### src/hw/rtl/irc_tok_pkg.sv
// ----------------------------------------------------------------------------
// irc_tok_pkg
// Shared types and constants for the IRC message tokenizer.
// ----------------------------------------------------------------------------
package irc_tok_pkg;

  // Default limit on the number of parameters in one message.
  localparam int MaxParamsDef = 15;

  // Parse phase codes.
  localparam logic [2:0] PH_START    = 3'd0;
  localparam logic [2:0] PH_PREFIX   = 3'd1;
  localparam logic [2:0] PH_COMMAND  = 3'd2;
  localparam logic [2:0] PH_PARAMS   = 3'd3;
  localparam logic [2:0] PH_TRAILING = 3'd4;
  localparam logic [2:0] PH_STOPPED  = 3'd5;

  // Field kind codes.
  localparam logic [1:0] KIND_PREFIX   = 2'd0;
  localparam logic [1:0] KIND_COMMAND  = 2'd1;
  localparam logic [1:0] KIND_MIDDLE   = 2'd2;
  localparam logic [1:0] KIND_TRAILING = 2'd3;

  // Characters with a meaning to the parser.
  localparam logic [7:0] CH_NUL   = 8'h00;
  localparam logic [7:0] CH_COLON = 8'h3A;
  localparam logic [7:0] CH_CR    = 8'h0D;
  localparam logic [7:0] CH_LF    = 8'h0A;
  localparam logic [7:0] CH_SPACE = 8'h20;

  // One output beat.
  typedef struct packed {
    logic [7:0] data_byte;
    logic       data_valid;
    logic [1:0] field_kind;
    logic [3:0] param_index;
    logic       token_start;
    logic       msg_done;
    logic [3:0] params_found;
  } res_t;

endpackage

### src/hw/rtl/irc_message_tokenizer.sv
// ----------------------------------------------------------------------------
// irc_message_tokenizer
// Streaming tokenizer that tags each message byte as prefix, command, middle
// or trailing parameter.
// ----------------------------------------------------------------------------
// The block takes one message byte per beat, with msg_end set on the last
// byte, and returns at most one beat per input byte: a beat appears when the
// byte belongs to a token or when it is the last byte of the message. A leading
// colon opens the prefix and is dropped; spaces separate tokens; a parameter
// that starts with a colon, or the parameter in the last allowed slot, is the
// trailing parameter and runs to CR or LF. A NUL byte, or CR/LF among the
// parameters, ends the message text, and the remaining bytes up to msg_end are
// dropped. The beat for the last byte carries msg_done and the number of
// parameters found, and the parser then returns to its start state. The phase
// update is a single level of logic between the parser state registers and the
// output register, so a new byte can be accepted on every clock while in_ready
// is high. Results leave through an output register backed by a one-entry skid
// register, so the input keeps accepting while one finished beat waits for
// out_ready; in_ready drops only when both are full. An accepted beat goes into
// the output register, or into the skid register while the output waits.
// ----------------------------------------------------------------------------
module irc_message_tokenizer import irc_tok_pkg::*; #(
  parameter int MAX_PARAMS = MaxParamsDef
) (
  input  logic       clk,
  input  logic       rst,
  input  logic       in_valid,
  output logic       in_ready,
  input  logic [7:0] in_byte,
  input  logic       msg_end,
  output logic       out_valid,
  input  logic       out_ready,
  output logic [7:0] data_byte,
  output logic       data_valid,
  output logic [1:0] field_kind,
  output logic [3:0] param_index,
  output logic       token_start,
  output logic       msg_done,
  output logic [3:0] params_found
);

  // Once this many parameters are seen, the next one is trailing.
  localparam logic [3:0] LastMiddle = 4'(MAX_PARAMS - 1);

  // Parser state.
  logic [2:0] phase, phase_next;
  logic [3:0] params_seen, params_next;
  logic       token_open, open_next;

  // Output register and skid register.
  res_t out_res, skid_res, res;
  logic skid_valid;
  logic res_valid;
  logic in_fire;

  assign in_ready = !skid_valid;
  assign in_fire  = in_valid && in_ready;

  // Per-byte tokenizer step.
  always_comb begin
    logic [2:0] ph;
    logic       consumed;
    ph           = phase;
    consumed     = 1'b0;
    phase_next   = phase;
    params_next  = params_seen;
    open_next    = token_open;
    res          = '0;
    if (in_byte == CH_NUL) begin
      phase_next = PH_STOPPED;
    end else begin
      // At message start the first byte decides between prefix and command.
      if (phase == PH_START) begin
        open_next = 1'b0;
        if (in_byte == CH_COLON) begin
          ph       = PH_PREFIX;
          consumed = 1'b1;
        end else begin
          ph = PH_COMMAND;
        end
      end
      phase_next = ph;
      if (!consumed) begin
        unique case (ph)
          PH_PREFIX: begin
            if (in_byte == CH_SPACE) begin
              phase_next = PH_COMMAND;
              open_next  = 1'b0;
            end else begin
              res.data_valid  = 1'b1;
              res.field_kind  = KIND_PREFIX;
              res.token_start = !open_next;
              open_next       = 1'b1;
            end
          end
          PH_COMMAND: begin
            if (in_byte == CH_SPACE) begin
              // Spaces before the command are skipped.
              if (open_next) begin
                phase_next = PH_PARAMS;
                open_next  = 1'b0;
              end
            end else begin
              res.data_valid  = 1'b1;
              res.field_kind  = KIND_COMMAND;
              res.token_start = !open_next;
              open_next       = 1'b1;
            end
          end
          PH_PARAMS: begin
            if (in_byte == CH_CR || in_byte == CH_LF) begin
              phase_next = PH_STOPPED;
            end else if (token_open) begin
              if (in_byte == CH_SPACE) begin
                open_next = 1'b0;
              end else begin
                res.data_valid  = 1'b1;
                res.field_kind  = KIND_MIDDLE;
                res.param_index = params_seen - 4'd1;
              end
            end else if (in_byte != CH_SPACE) begin
              res.data_valid  = 1'b1;
              res.token_start = 1'b1;
              res.param_index = params_seen;
              if (in_byte == CH_COLON || params_seen >= LastMiddle) begin
                res.field_kind = KIND_TRAILING;
                phase_next     = PH_TRAILING;
              end else begin
                res.field_kind = KIND_MIDDLE;
                open_next      = 1'b1;
              end
              params_next = params_seen + 4'd1;
            end
          end
          PH_TRAILING: begin
            if (in_byte == CH_CR || in_byte == CH_LF) begin
              phase_next = PH_STOPPED;
            end else begin
              res.data_valid  = 1'b1;
              res.field_kind  = KIND_TRAILING;
              res.param_index = params_seen - 4'd1;
            end
          end
          default: begin
            // Stopped and unused codes drop the byte.
          end
        endcase
      end
    end
    if (res.data_valid) begin
      res.data_byte = in_byte;
    end
    res.msg_done = msg_end;
    if (msg_end) begin
      res.params_found = params_next;
    end
    res_valid = res.data_valid || msg_end;
  end

  // Parser state registers; the last byte returns the parser to its start.
  always_ff @(posedge clk) begin
    if (rst) begin
      phase       <= PH_START;
      params_seen <= '0;
      token_open  <= 1'b0;
    end else if (in_fire) begin
      if (msg_end) begin
        phase       <= PH_START;
        params_seen <= '0;
        token_open  <= 1'b0;
      end else begin
        phase       <= phase_next;
        params_seen <= params_next;
        token_open  <= open_next;
      end
    end
  end

  // Output register with skid register behind it.
  always_ff @(posedge clk) begin
    if (rst) begin
      out_valid  <= 1'b0;
      skid_valid <= 1'b0;
    end else if (out_ready || !out_valid) begin
      if (skid_valid) begin
        out_valid  <= 1'b1;
        skid_valid <= 1'b0;
      end else begin
        out_valid <= in_fire && res_valid;
      end
    end else if (in_fire && res_valid) begin
      skid_valid <= 1'b1;
    end
  end

  always_ff @(posedge clk) begin
    if (out_ready || !out_valid) begin
      if (skid_valid) begin
        out_res <= skid_res;
      end else if (in_fire) begin
        out_res <= res;
      end
    end else if (in_fire) begin
      skid_res <= res;
    end
  end

  assign data_byte    = out_res.data_byte;
  assign data_valid   = out_res.data_valid;
  assign field_kind   = out_res.field_kind;
  assign param_index  = out_res.param_index;
  assign token_start  = out_res.token_start;
  assign msg_done     = out_res.msg_done;
  assign params_found = out_res.params_found;

`ifndef ASSERT_OFF
  // The skid register only fills behind a waiting output beat.
  a_skid_behind_out: assert property (@(posedge clk) disable iff (rst)
    skid_valid |-> out_valid)
    else $error("skid register full while output register empty");

  // A beat without a token byte exists only to close a message.
  a_empty_beat_is_end: assert property (@(posedge clk) disable iff (rst)
    (out_valid && !data_valid) |-> msg_done)
    else $error("empty beat without msg_done");

  // Fields of a beat without a token byte stay cleared.
  a_empty_beat_clear: assert property (@(posedge clk) disable iff (rst)
    (out_valid && !data_valid) |->
      (field_kind == KIND_PREFIX && !token_start && param_index == 4'd0))
    else $error("stray fields on empty beat");

  // The parameter count never exceeds the parameter limit.
  a_count_limit: assert property (@(posedge clk) disable iff (rst)
    (out_valid && msg_done) |-> (params_found <= 4'(MAX_PARAMS)))
    else $error("parameter count above limit");
`endif

endmodule

### config.mk
export PLATFORM = sky130hd
export DESIGN_NAME = irc_message_tokenizer
export DESIGN_NICKNAME = d
export VERILOG_FILES = /design/src/hw/rtl/irc_tok_pkg.sv /design/src/hw/rtl/irc_message_tokenizer.sv
export SDC_FILE = /design/constraint.sdc
export NUM_CORES = 1
export LEC_CHECK = 0
export ABC_AREA = 1
export BUFFER_PORTS_ARGS = -buffer_cell sky130_fd_sc_hd__buf_4
export CAP_MARGIN = 20
export CORE_AREA = 4 4 75 77
export DETAILED_ROUTE_END_ITERATION = 8
export DIE_AREA = 0 0 79 81
export GPL_TIMING_DRIVEN = 0
export PLACE_DENSITY = 0.77
export SETUP_SLACK_MARGIN = 0.3
export SLEW_MARGIN = 30
export SYNTH_ARGS = -nofsm -noshare
export SYNTH_HDL_FRONTEND = slang
export SYNTH_SLANG_ARGS = --single-unit
### constraint.sdc
create_clock -name clk -period 2.9 [get_ports clk]
set_input_delay 0.145 -clock clk [delete_from_list [all_inputs] [get_ports clk]]
set_output_delay 0.145 -clock clk [all_outputs]
set_load 0.005 [all_outputs]
== Word level (Yosys, flattened, before mapping) ==
Index checks and enable logic that the tools add are counted.

* Logic and storage cells: 107
* Input bits: 13
* Output and inout port bits: 23
* Bits in registers: 52

* $add $sub $neg: 2
* Bitwise logic cells: 1
* Reductions and logical operators: 17
* Multiplexer cells: 57
* Equality and inequality tests: 10
* $lt $le $gt $ge: 1

{| class="wikitable"
|+ Operators by type and width
! cell !! count
|-
| two-way mux 3 bit || 15
|-
| two-way mux 21 bit || 2
|-
| two-way mux 8 bit || 5
|-
| two-way mux 4 bit || 8
|-
| one-hot mux 3 bit (4 select lines) || 2
|-
| two-way mux 7 bit || 3
|-
| two-way mux 1 bit || 18
|-
| == test 8 x 4 -> 1 bit (second input constant) || 2
|-
| == test 8 x 6 -> 1 bit (second input constant) || 2
|-
| logical NOT 8 bit || 1
|-
| != test 8 x 6 -> 1 bit (second input constant) || 1
|-
| one-hot mux 4 bit (2 select lines) || 1
|-
| == test 3 x 2 -> 1 bit (second input constant) || 2
|-
| AND reduction 2 bit || 3
|-
| adder 4 x 1 -> 4 bit (second input constant) || 1
|-
| >= comparator 4 bit (second input constant) || 1
|-
| logical OR 1 bit || 4
|-
| one-hot mux 1 bit (2 select lines) || 2
|-
| OR reduction 2 bit || 2
|-
| subtractor 4 x 1 -> 4 bit (second input constant) || 1
|-
| == test 3 x 1 -> 1 bit (second input constant) || 1
|-
| == test 3 bit (second input constant) || 1
|-
| logical NOT 1 bit || 3
|-
| logical NOT 3 bit || 1
|-
| 5 further kinds || 6
|}

== Logic depth before layout (Yosys ltp) ==
Gate-level depths: netlist of the first run.

* Word-level depth: 12
* Mapped depth: 12
* Gate-level depth less buffers: 12

== Worst setup path before layout of the first run ==
Ideal clock, no wire load.

* Kind: flip-flop to flip-flop
* Start point: register skid_valid
* End point: register skid_res[0] in the netlist's numbering, enable pin
* Clock period less this slack: 2.082 ns
* Slack: 0.818 ns
* Path buffers: 1
* Library setup time: 0.399 ns
* Data arrival time: 1.683 ns
* Data required time: 2.501 ns
* Stages on the path, launching flop included: 5
* Cells stage by stage: dfxtp_1 > buf_2 > clkinv_1 > nand2_1 > nor2_1

* Longest elaborated chain between the ends: 3

{| class="wikitable"
|+ Ends and longest elaborated chain
! what !! RTL line !! text
|-
| start: declaration || irc_message_tokenizer.sv:52 || <nowiki>logic skid_valid;</nowiki>
|-
| start signal: assignment || irc_message_tokenizer.sv:183 || <nowiki>skid_valid <= 1'b0;</nowiki>
|-
| start signal: assignment || irc_message_tokenizer.sv:187 || <nowiki>skid_valid <= 1'b0;</nowiki>
|-
| start signal: assignment || irc_message_tokenizer.sv:192 || <nowiki>skid_valid <= 1'b1;</nowiki>
|-
| logical NOT 1 bit || irc_message_tokenizer.sv:56 || <nowiki>assign in_ready = !skid_valid;</nowiki>
|-
| logical AND 1 bit || irc_message_tokenizer.sv:57 || <nowiki>assign in_fire = in_valid && in_ready;</nowiki>
|-
| AND reduction 2 bit (no source line) || -- ||
|-
| end signal: assignment || irc_message_tokenizer.sv:204 || <nowiki>skid_res <= res;</nowiki>
|-
| end: declaration || irc_message_tokenizer.sv:51 || <nowiki>res_t out_res, skid_res, res;</nowiki>
|}

Every way passes these cells.
A chain may end at the register's enable or synchronous reset.

== Worst setup path in the final report of the first run ==
* Start point: register skid_valid
* End point: register skid_res[17] in the netlist's numbering, enable pin

Same word-level chain as after synthesis.

==> results of run 1 <==
[worst paths after layout]
check                       to  slack (ns)  cells after the start
hold reg to reg   data_byte[5]        0.52                      2
setup / recovery  skid_res[17]        0.97                      5
hold / removal     skid_res[4]        0.09                      1
setup reg to reg  skid_res[17]        0.97                      5
[power groups by stage]
stage	Sequential [W]	Clock, W	Combinational (W)
3_5_place_dp	0.000865	0	0.000142
3_3_place_gp	0.000865	0	0.000133
2_1_floorplan	0.000867	0	0.0000694
5_1_grt	0.000850	0.000605	0.000157
4_1_cts	0.000848	0.000569	0.000143
6_report	0.000848	0.000561	0.000141
[routing by layer]
layer	up-vias	wire length, um	GRT usage, %
li1	1107	-	-
met1	997	2420	24.2
met2	58	2730	32.3
met3	7	300	3.10
met4	0	54	4.64
met5	-	0	0
[critical path: stages (launching register included)]
cell,delay [ns]
sky130_fd_sc_hd__dfxtp_1,0.31
sky130_fd_sc_hd__buf_2,0.16
sky130_fd_sc_hd__clkinv_1,0.17
sky130_fd_sc_hd__nand2_1,0.30
sky130_fd_sc_hd__nor2_2,0.47
sky130_fd_sc_hd__buf_8,0.23
[final cells by class]
cell class              count  area [um2]  share of cell area, %
clock inverters             2        60.1                   1.85
plain buffers               6        26.3                  0.809
well taps                  70        87.6                   2.70
inverters                  38         150                   4.62
clock buffers               5        68.8                   2.12
repair buffers             36         282                   8.66
flip-flops and latches     52        1460                   45.0
multi-input cells         216        1110                   34.3
[metrics by stage]
step	power, W	utilization [%]	hold slack (ns)	instances
after global routing	0.00161	64.9	0.0619	425
after detailed placement	0.00101	62.3	0.385	418
after global placement	0.000998	61.7	0.381	416
final	0.00155	64.9	0.0869	425
after floorplan	0.000936	-	0.244	312
after CTS	0.00156	64.9	0.0753	425
[cell families (layout without fill, tap and decap cells)]
family	Yosys count	count (layout)	share of synthesized area, %
AOI/OAI and AO/OA	38	38	8.52
DFF	52	52	53.2
and+or+nand+nor	171	171	28.9
xor gates and xnor gates	2	2	0.638
adders and majority gates	5	5	2.28
buffers and inverters	44	87	6.42
[state kept, by name (all words and copies together) (netlist names)]
name / count
params_seen: 4
field_kind: 2
token_open: 1
data_valid: 1
out_valid: 1
param_index: 4
phase: 3
data_byte: 8
token_start: 1
skid_valid: 1
skid_res: 21
params_found: 4
msg_done: 1
[synth_stat cells (3+ instances only)]
library cell and n:
sky130_fd_sc_hd__nor3_1 3, sky130_fd_sc_hd__buf_2 3, sky130_fd_sc_hd__nor2_2 3, sky130_fd_sc_hd__o21ai_1 6, sky130_fd_sc_hd__nor2_1 26, sky130_fd_sc_hd__inv_1 27, sky130_fd_sc_hd__nand3_1 13, sky130_fd_sc_hd__inv_2 9
sky130_fd_sc_hd__nand2_1 103, sky130_fd_sc_hd__nand2_2 3, sky130_fd_sc_hd__dfxtp_1 10, sky130_fd_sc_hd__nand4_1 5, sky130_fd_sc_hd__clkbuf_1 3, sky130_fd_sc_hd__nor2_4 10, sky130_fd_sc_hd__ha_1 5, sky130_fd_sc_hd__edfxtp_1 42
sky130_fd_sc_hd__a21oi_1 14, sky130_fd_sc_hd__o21ai_0 9
==> qor.txt, run 1 <==
Synth Cell Area -> 0.00275 mm2
Detailed Place HPWL -> 4130 um
Area growth from synthesis to final layout -> 18.3%
Crit path DAT -> 1.94 ns
Nets in the synthesized netlist -> 330
Number of distinct library cell variants in the gate-level netlist after synthesis -> 32
Final worst clock skew -> 0.00684 ns
Total of hold buffers inserted after clock tree synthesis -> 0
Yosys Warn Count -> 0
IR Drop Worst-Case VDD -> 0.224 mV
Per-instance average area after synthesis -> 8.80 um2
Part of the power in combinational logic -> 9.1%
First-pass GRT wire length -> 9310 um
Outcome -> finished, final reports clean
Full die area -> 0.00640 mm2
Latest clock arrival within the worst-skew pair -> 0.30 ns
CTS Root Buffer Type -> sky130_fd_sc_hd__clkbuf_8
Leading cell types in the layout, fill and taps excluded -> 103 x sky130_fd_sc_hd__nand2_1, 42 x sky130_fd_sc_hd__edfxtp_1, 34 x sky130_fd_sc_hd__buf_4, 27 x sky130_fd_sc_hd__inv_1, 24 x sky130_fd_sc_hd__nor2_1
Post-CTS setup buffer count -> 0
Portion of total power attributed to sequential cells -> 54.7%
Core outline area -> 0.00501 mm2
Final worst path period need -> 1.93 ns
Fraction of final layout cells with drive strength greater than 1 -> 23.1%
Most instantiated flip-flop cell in the synthesis netlist -> sky130_fd_sc_hd__edfxtp_1
# fillers -> 428
P_leak -> 1.40 nW
Data required time of the worst path -> 2.91 ns
Worst-case headroom to the max-slew limit -> 60.0%
Post-placement worst setup slack -> 0.970 ns
Overall die height -> 81 um
Setup TNS -> 0 ns
Max-Cap Viols -> 0
Setup-violating endpoint count in the final report -> 0
Site row count -> 26
Count of inserted antenna diode cells -> 0
Number of top-level design ports -> 36
Tightest Pin Transition -> 0.600 ns
Pwr dens -> 477 mW/mm2
Average wire per cell in the routed design -> 13.0 um
Max-slew violations -> 0
Highest Clock Rate -> 517 MHz
Via density -> 5.10
Sequential cell area fraction in the yosys report -> 53.2%
Post-CTS resize count -> 0
Yosys top cell area share -> 45.9%
Worst hold path class -> input port to flip-flop
Biggest area consumer among synthesized cells -> sky130_fd_sc_hd__edfxtp_1
Final critical-path setup slack -> 0.966 ns
Kind of end point of the critical path -> flip-flop
Clock sink count -> 52
Worst Hold Launch -> msg_end
Kind of launch point of the worst setup path -> flip-flop
Clock transition at path regs -> 0.09 ns
First-iteration detailed-routing DRC count -> 144
Iteration count of the initial detailed-routing pass -> 5
Switching component of the power -> 0.000313 W
Share of total power consumed by net switching -> 20.2%
Post-detailed-route count of antenna-violating nets -> 0
Flip-flop and latch count after synthesis -> 52
Largest fanout on the critical path -> 14
Maximum number of buffers from clock root to sink -> 2
Clock Power Share -> 36.2%
Vias in the first global route -> 2,015
RD Place Congestion -> 0.910
Via count -> 2,169
FF-to-FF Start -> skid_valid
Unrepaired setup endpoints after global routing -> no
Clock tree from TritonCTS -> yes
Crit path from -> skid_valid
Starting density of the core -> 54.8%
Congestion Overflow GR -> 0
Post-route cell area -> 0.00325 mm2
Placed inst area -> 0.00312 mm2
Classification of the worst setup path -> flip-flop to flip-flop
Number of buffers created by CTS -> 5
Most common cell after layout, fill and taps aside -> sky130_fd_sc_hd__nand2_1
Largest net degree at the start of global routing -> 16
Buffers on Ports -> 34
Total wire length -> 5500 um
Combined global-route utilization of all metal layers -> 18.5%
Die outline width -> 79 um
Cell internal power dissipation -> 0.00124 W
Gate count after technology mapping -> 312
Endpoints failing hold -> 0
Number of antenna violations at the first check in global routing -> 0
Async set-reset flop share out of synthesis -> 0%
Total number of H-tree levels -> 2
Final-stage net count -> 373
Top post-synthesis cells by area -> sky130_fd_sc_hd__edfxtp_1 46%, sky130_fd_sc_hd__nand2_1 14%, sky130_fd_sc_hd__dfxtp_1 7.3%
Final period utilization -> 66.7%
Count of flip-flops with a built-in enable after synthesis -> 42
DRC viols -> 0
(Power assumes the default switching activity.)
==> run 2, diff against run 1 <==
clock period = 1.91 ns   (was 2.9 ns; I/O delays follow)
==> run 2 against run 1 <==
Cell count up 3.8%. Via count rose by 2.4%. Sequential share of layout area shrank 2.2 points. Critical endpoint is now data_byte[0].
==> qor.txt, run 2 (synthesis gave the netlist of run 1 again) <==
Outcome -> finished, final reports clean (unchanged)
Most frequent CP cell -> sky130_fd_sc_hd__nand2_1
Core outline area -> 0.00501 mm2 (unchanged)
Standard cell with the maximum stage delay on the critical path -> sky130_fd_sc_hd__dfxtp_2 (was sky130_fd_sc_hd__nor2_2)
Starting density of the core -> 54.8% (unchanged)
Cells along the critical path -> buf_8, nor3_4, nand3_2, nand2_4, buf_6, o21ai_4, inv_4, nor2_4, nand2_1, nand2_1 (was buf_2, clkinv_1, nand2_1, nor2_2, buf_8)
Total buffers and inverters traversed by the critical path -> 3 (unchanged)
Max-slew violations -> 0 (unchanged)
# fillers -> 404 (was 428)
Site row count -> 26 (unchanged)
Tightest Pin Transition -> 0.569 ns (was 0.600 ns)
Latest clock arrival within the worst-skew pair -> 0.30 ns (about the same)
Vias in the first global route -> 2,110 (was 2,015)
Data required time of the worst path -> 1.98 ns (was 2.91 ns)
Setup TNS -> 0 ns (unchanged)
CTS Root Buffer Type -> sky130_fd_sc_hd__clkbuf_8 (unchanged)
Worst-case reg-to-reg path depth -> 10 (was 5)
Number of stages on the worst hold path -> 1 (unchanged)
Classification of the worst setup path -> flip-flop to flip-flop (unchanged)
Highest Clock Rate -> 605 MHz (was 517 MHz)
Max-Cap Viols -> 0 (unchanged)
Final period utilization -> 86.6% (was 66.7%)
Number of buffers created by CTS -> 5 (unchanged)
Die outline width -> 79 um (unchanged)
Count of inserted antenna diode cells -> 0 (unchanged)
Clock transition at path regs -> 0.09 ns (about the same)
Final-stage net count -> 388 (was 373)
Kind of end point of the critical path -> flip-flop (unchanged)
Worst-case headroom to the max-slew limit -> 62.0% (was 60.0%)
Total stage count of the critical path -> 10 (was 5)
Max reg flops -> 21 (unchanged)
Area growth from synthesis to final layout -> 25.5% (was 18.3%)
Final instance count without filler cells -> 441 (was 425)
RD Place Congestion -> 0.935 (was 0.910)
Overall die height -> 81 um (unchanged)
Kind of launch point of the worst setup path -> flip-flop (unchanged)
Maximum number of buffers from clock root to sink -> 2 (unchanged)
Via density -> 5.04 (was 5.10)
P_leak -> 1.49 nW (was 1.40 nW)
Worst Hold Launch -> msg_end (unchanged)
Full die area -> 0.00640 mm2 (unchanged)
Register ranked first by flip-flop count -> skid_res (unchanged)
Via count -> 2,222 (was 2,169)
Leading cell types in the layout, fill and taps excluded -> 97 x sky130_fd_sc_hd__nand2_1, 46 x sky130_fd_sc_hd__buf_4, 42 x sky130_fd_sc_hd__edfxtp_1, 25 x sky130_fd_sc_hd__inv_1, 22 x sky130_fd_sc_hd__nor2_1 (was 103 x sky130_fd_sc_hd__nand2_1, 42 x sky130_fd_sc_hd__edfxtp_1, 34 x sky130_fd_sc_hd__buf_4, 27 x sky130_fd_sc_hd__inv_1, 24 x sky130_fd_sc_hd__nor2_1)
Buffers on Ports -> 34 (unchanged)
Total number of H-tree levels -> 2 (unchanged)
Total wire length -> 6010 um (was 5500 um)
Worst hold path class -> input port to flip-flop (unchanged)
DRC viols -> 0 (unchanged)
FF-to-FF Start -> phase[2] (was skid_valid)
Final worst clock skew -> 0.00504 ns (was 0.00684 ns)
Average wire per cell in the routed design -> 13.6 um (was 13.0 um)
Clock tree from TritonCTS -> yes (unchanged)
Final worst path period need -> 1.65 ns (was 1.93 ns)
Fraction of final layout cells with drive strength greater than 1 -> 32.6% (was 23.1%)
Number of top-level design ports -> 36 (unchanged)
First-pass GRT wire length -> 9760 um (was 9310 um)
First-iteration detailed-routing DRC count -> 145 (was 144)
Largest net degree at the start of global routing -> 22 (was 16)
Family with the most delay on the worst path -> simple AND/OR/NAND/NOR gates (unchanged)
Number of antenna violations at the first check in global routing -> 0 (unchanged)
Crit path DAT -> 1.73 ns (was 1.94 ns)
Largest fanout on the critical path -> 7 (was 14)
Iteration count of the initial detailed-routing pass -> 4 (was 5)
Clock sink count -> 52 (unchanged)
Setup-violating endpoint count in the final report -> 0 (unchanged)
IR Drop Worst-Case VDD -> 0.364 mV (was 0.224 mV)
Unrepaired setup endpoints after global routing -> yes (was no)
Detailed Place HPWL -> 4040 um (was 4130 um)
Total of hold buffers inserted after clock tree synthesis -> 0 (unchanged)
Congestion Overflow GR -> 0 (unchanged)
Post-detailed-route count of antenna-violating nets -> 0 (unchanged)
Instance count after placement with tap cells included -> 416 (was 418)
Pwr dens -> 617 mW/mm2 (was 477 mW/mm2)
Crit path from -> phase[2] (was skid_valid)
Endpoints failing hold -> 0 (unchanged)
Slowest cell delay on critical path -> 0.33 ns (was 0.47 ns)
Most common cell after layout, fill and taps aside -> sky130_fd_sc_hd__nand2_1 (unchanged)
Combined global-route utilization of all metal layers -> 19.7% (was 18.5%)
## run 2: area by class of cell
class,count,area [um2],area share (%)
Tap cell,70,87.6,2.54
Clock buffer,6,72.6,2.11
Inverter,38,159,4.61
Timing Repair inverter,1,6.26,0.181
Multi-Input combinational cell,217,1210,35.1
Sequential cell,52,1480,42.8
Buffer,6,36.3,1.05
Clock inverter,2,11.3,0.327
Timing Repair Buffer,49,388,11.3
## run 2: what timing repair did
| item | in CTS | in global routing |
|---|---|---|
| pin swaps | 7 | 11 |
| setup endpoints to repair | 79 | 50 |
| hold endpoints to repair | 0 | 0 |
| buffers inserted | 9 | 6 |
| cloned | 2 | 0 |
| resized for setup | 18 | 25 |
## run 2: final timing paths
kind	to	slack, ns
worst max register to register	data_byte[0]	0.26
worst min register to register	params_seen[1]	0.51
worst max-delay path	data_byte[0]	0.26
worst min-delay path	skid_res[4]	0.02
## run 2: stage by stage
stage	hold WS, ns	power (W)	worst slack (ns)	area [um2]	utilization, %
after detailed placement	0.328	0.00152	0.00462	3100	61.9
after CTS	0.0153	0.00213	0.275	3330	66.6
after global placement	0.327	0.00152	0.0251	3100	61.9
after global routing	0.00125	0.00221	0.155	3450	68.8
after floorplan	0.194	0.00142	0.315	2760	-
final	0.0187	0.00213	0.256	3450	68.8
## run 2: routing by layer
layer	GRT usage [%]	vias up	routed length [um]
met5	0	-	0
met4	5.84	0	57
met2	35.3	42	3150
met3	3.66	5	216
li1	-	1140	-
met1	24.2	1035	2590
## run 2: power by group
part	internal [W]	leakage, nW	switching, W
combinational	0.0000982	0.970	0.000132
sequential	0.00127	0.476	0.0000168
clock	0.000255	0.0388	0.000355
total	0.00162	1.49	0.000504
==> run 3, diff against run 2 <==
CORE_AREA = 4 4 73 75   (was 4 4 75 77)
CTS_BUF_LIST = sky130_fd_sc_hd__clkbuf_8   (was unset)
DIE_AREA = 0 0 77 79   (was 0 0 79 81)
PLACE_DENSITY = 0.81   (was 0.77)
==> run 3 against run 2 <==
Sequential power about the same. Utilization increased by 5.4 points. Total power down 0.55%. Count of clock-buffer cells in the layout down 1. Critical path depth is 3 lower. Clock power shrank 3%. Global-route usage grew 0.088 points. Maximum frequency shrank 4.0%. Hold slack improved by 0.019 ns. Flip-flop and latch count stayed put. Setup slack worse by 0.069 ns. Critical path type unchanged. Critical endpoint is now field_kind[0].
==> qor.txt, run 3 (synthesis gave the netlist of run 1 again) <==
Register ranked first by flip-flop count -> skid_res (unchanged)
Total wire length -> 6510 um (was 6010 um)
Clock tree from TritonCTS -> yes (unchanged)
Clock sink count -> 52 (unchanged)
# fillers -> 276 (was 404)
Max reg flops -> 21 (unchanged)
Cell internal power dissipation -> 0.00162 W (about the same)
Full die area -> 0.00608 mm2 (was 0.00640 mm2)
CTS Root Buffer Type -> sky130_fd_sc_hd__clkbuf_8 (unchanged)
First-pass GRT wire length -> 9620 um (was 9760 um)
Buffers on Ports -> 34 (unchanged)
Congestion Overflow GR -> 0 (unchanged)
Data required time of the worst path -> 1.96 ns (was 1.98 ns)
Final critical-path setup slack -> 0.188 ns (was 0.256 ns)
Classification of the worst setup path -> flip-flop to flip-flop (unchanged)
Site row count -> 25 (was 26)
Crit path DAT -> 1.77 ns (was 1.73 ns)
Fraction of final layout cells with drive strength greater than 1 -> 35.1% (was 32.6%)
Share of total power consumed by net switching -> 23.5% (was 23.7%)
Most common cell after layout, fill and taps aside -> sky130_fd_sc_hd__nand2_1 (unchanged)
Core outline area -> 0.00466 mm2 (was 0.00501 mm2)
Final worst path period need -> 1.72 ns (was 1.65 ns)
Max-Cap Viols -> 0 (unchanged)
Worst hold path class -> input port to flip-flop (unchanged)
Pwr dens -> 611 mW/mm2 (was 617 mW/mm2)
Largest net degree at the start of global routing -> 22 (unchanged)
Post-placement worst setup slack -> -0.0112 ns (was 0.00462 ns)
Largest fanout on the critical path -> 7 (unchanged)
Vias in the first global route -> 2,161 (was 2,110)
Final instance count without filler cells -> 427 (was 441)
Area growth from synthesis to final layout -> 26.0% (was 25.5%)
Instance count after placement with tap cells included -> 400 (was 416)
Switching component of the power -> 0.000498 W (was 0.000504 W)
Die outline width -> 77 um (was 79 um)
Portion of total power attributed to sequential cells -> 60.9% (was 60.5%)
Clock transition at path regs -> 0.09 ns (about the same)
Part of the power in combinational logic -> 11.2% (was 10.8%)
Average wire per cell in the routed design -> 15.2 um (was 13.6 um)
Unrepaired setup endpoints after global routing -> yes (unchanged)
Max-slew violations -> 0 (unchanged)
Number of antenna violations at the first check in global routing -> 0 (unchanged)
Outcome -> finished, final reports clean (unchanged)
Iteration count of the initial detailed-routing pass -> 6 (was 4)
First-iteration detailed-routing DRC count -> 232 (was 145)
Setup-violating endpoint count in the final report -> 0 (unchanged)
Worst-case reg-to-reg path depth -> 7 (was 10)
Worst-case headroom to the max-slew limit -> 62.5% (was 62.0%)
Combined global-route utilization of all metal layers -> 19.8% (was 19.7%)
Latest clock arrival within the worst-skew pair -> 0.30 ns (about the same)
Maximum number of buffers from clock root to sink -> 2 (unchanged)
Kind of end point of the critical path -> flip-flop (unchanged)
Number of buffers created by CTS -> 5 (unchanged)
Highest Clock Rate -> 581 MHz (was 605 MHz)
Kind of launch point of the worst setup path -> flip-flop (unchanged)
Leading cell types in the layout, fill and taps excluded -> 99 x sky130_fd_sc_hd__nand2_1, 51 x sky130_fd_sc_hd__buf_4, 42 x sky130_fd_sc_hd__edfxtp_1, 23 x sky130_fd_sc_hd__nor2_1, 23 x sky130_fd_sc_hd__inv_1 (was 97 x sky130_fd_sc_hd__nand2_1, 46 x sky130_fd_sc_hd__buf_4, 42 x sky130_fd_sc_hd__edfxtp_1, 25 x sky130_fd_sc_hd__inv_1, 22 x sky130_fd_sc_hd__nor2_1)
P_leak -> 1.51 nW (was 1.49 nW)
Via count -> 2,410 (was 2,222)
Final-stage net count -> 391 (was 388)
Final worst clock skew -> 0.00901 ns (was 0.00504 ns)
Number of top-level design ports -> 36 (unchanged)
DRC viols -> 0 (unchanged)
Overall die height -> 79 um (was 81 um)
Detailed Place HPWL -> 4060 um (was 4040 um)
Count of inserted antenna diode cells -> 0 (unchanged)
Post-detailed-route count of antenna-violating nets -> 0 (unchanged)
Starting density of the core -> 58.9% (was 54.8%)
Tightest Pin Transition -> 0.562 ns (was 0.569 ns)
Number of stages on the worst hold path -> 1 (unchanged)
Clock Power Share -> 27.9% (was 28.7%)
RD Place Congestion -> 0.887 (was 0.935)
Total number of H-tree levels -> 2 (unchanged)
Final period utilization -> 90.2% (was 86.6%)
IR Drop Worst-Case VDD -> 0.335 mV (was 0.364 mV)
Endpoints failing hold -> 0 (unchanged)
Via density -> 5.64 (was 5.04)
-- run 3: metal layers --
layer  GRT usage [%]  part of all wire (%)
met1            23.9                    41
met2            35.7                    51
met5               0                     0
met4            6.41                   1.6
met3            3.63                   6.5
-- run 3: path summary, 6_finish.rpt --
path           startpoint  slack, ns             to
max            token_open       0.19  field_kind[0]
min               msg_end       0.04    skid_res[4]
max reg2reg    token_open       0.19  field_kind[0]
min reg2reg  skid_res[17]       0.52   data_byte[4]
-- run 3: layout make-up --
class | count | area, um2 | area share (%)
well taps | 54 | 67.6 | 1.95
repair inverters | 1 | 6.26 | 0.181
repair buffers | 52 | 394 | 11.4
inverters | 38 | 158 | 4.56
multi-input cells | 217 | 1240 | 35.9
clock buffers | 5 | 68.8 | 1.99
plain buffers | 6 | 36.3 | 1.05
flip-flops and latches | 52 | 1480 | 42.6
clock inverters | 2 | 12.5 | 0.362
-- run 3: what timing repair did --
item | in CTS | in global routing
gates cloned | 1 | 1
setup buffers | 5 | 13
pin swaps | 2 | 12
resized for setup | 16 | 32
endpoints found under the setup margin | 75 | 31
hold buffers | 0 | 0
-- run 3: worst max-delay path: stages, from the launching register on --
cell and delay, ns:
sky130_fd_sc_hd__dfxtp_1 0.51, sky130_fd_sc_hd__inv_2 0.12, sky130_fd_sc_hd__nand2_1 0.19, sky130_fd_sc_hd__nor2_4 0.10, sky130_fd_sc_hd__a21oi_1 0.21, sky130_fd_sc_hd__o21ai_1 0.15, sky130_fd_sc_hd__nand2_1 0.12, sky130_fd_sc_hd__o21ai_0 0.08
-- run 3: power by group through the flow --
stage	combinational, W	clock [W]	sequential [W]
6_report	0.000237	0.000590	0.00129
5_1_grt	0.000258	0.000649	0.00129
4_1_cts	0.000222	0.000595	0.00129
3_5_place_dp	0.000210	0	0.00131
3_3_place_gp	0.000204	0	0.00131
2_1_floorplan	0.000108	0	0.00132
-- run 3: stage by stage --
step	hold WS (ns)	setup TNS [ns]	power (W)	util, %	instance area (um2)
global placement	0.327	0	0.00152	66.1	3080
detailed placement	0.330	-0.226	0.00152	66.1	3080
global route	0.0183	0	0.00220	74.3	3460
floorplan	0.194	0	0.00142	-	2760
CTS	0.0255	0	0.00210	69.8	3250
finish	0.0373	0	0.00212	74.3	3460
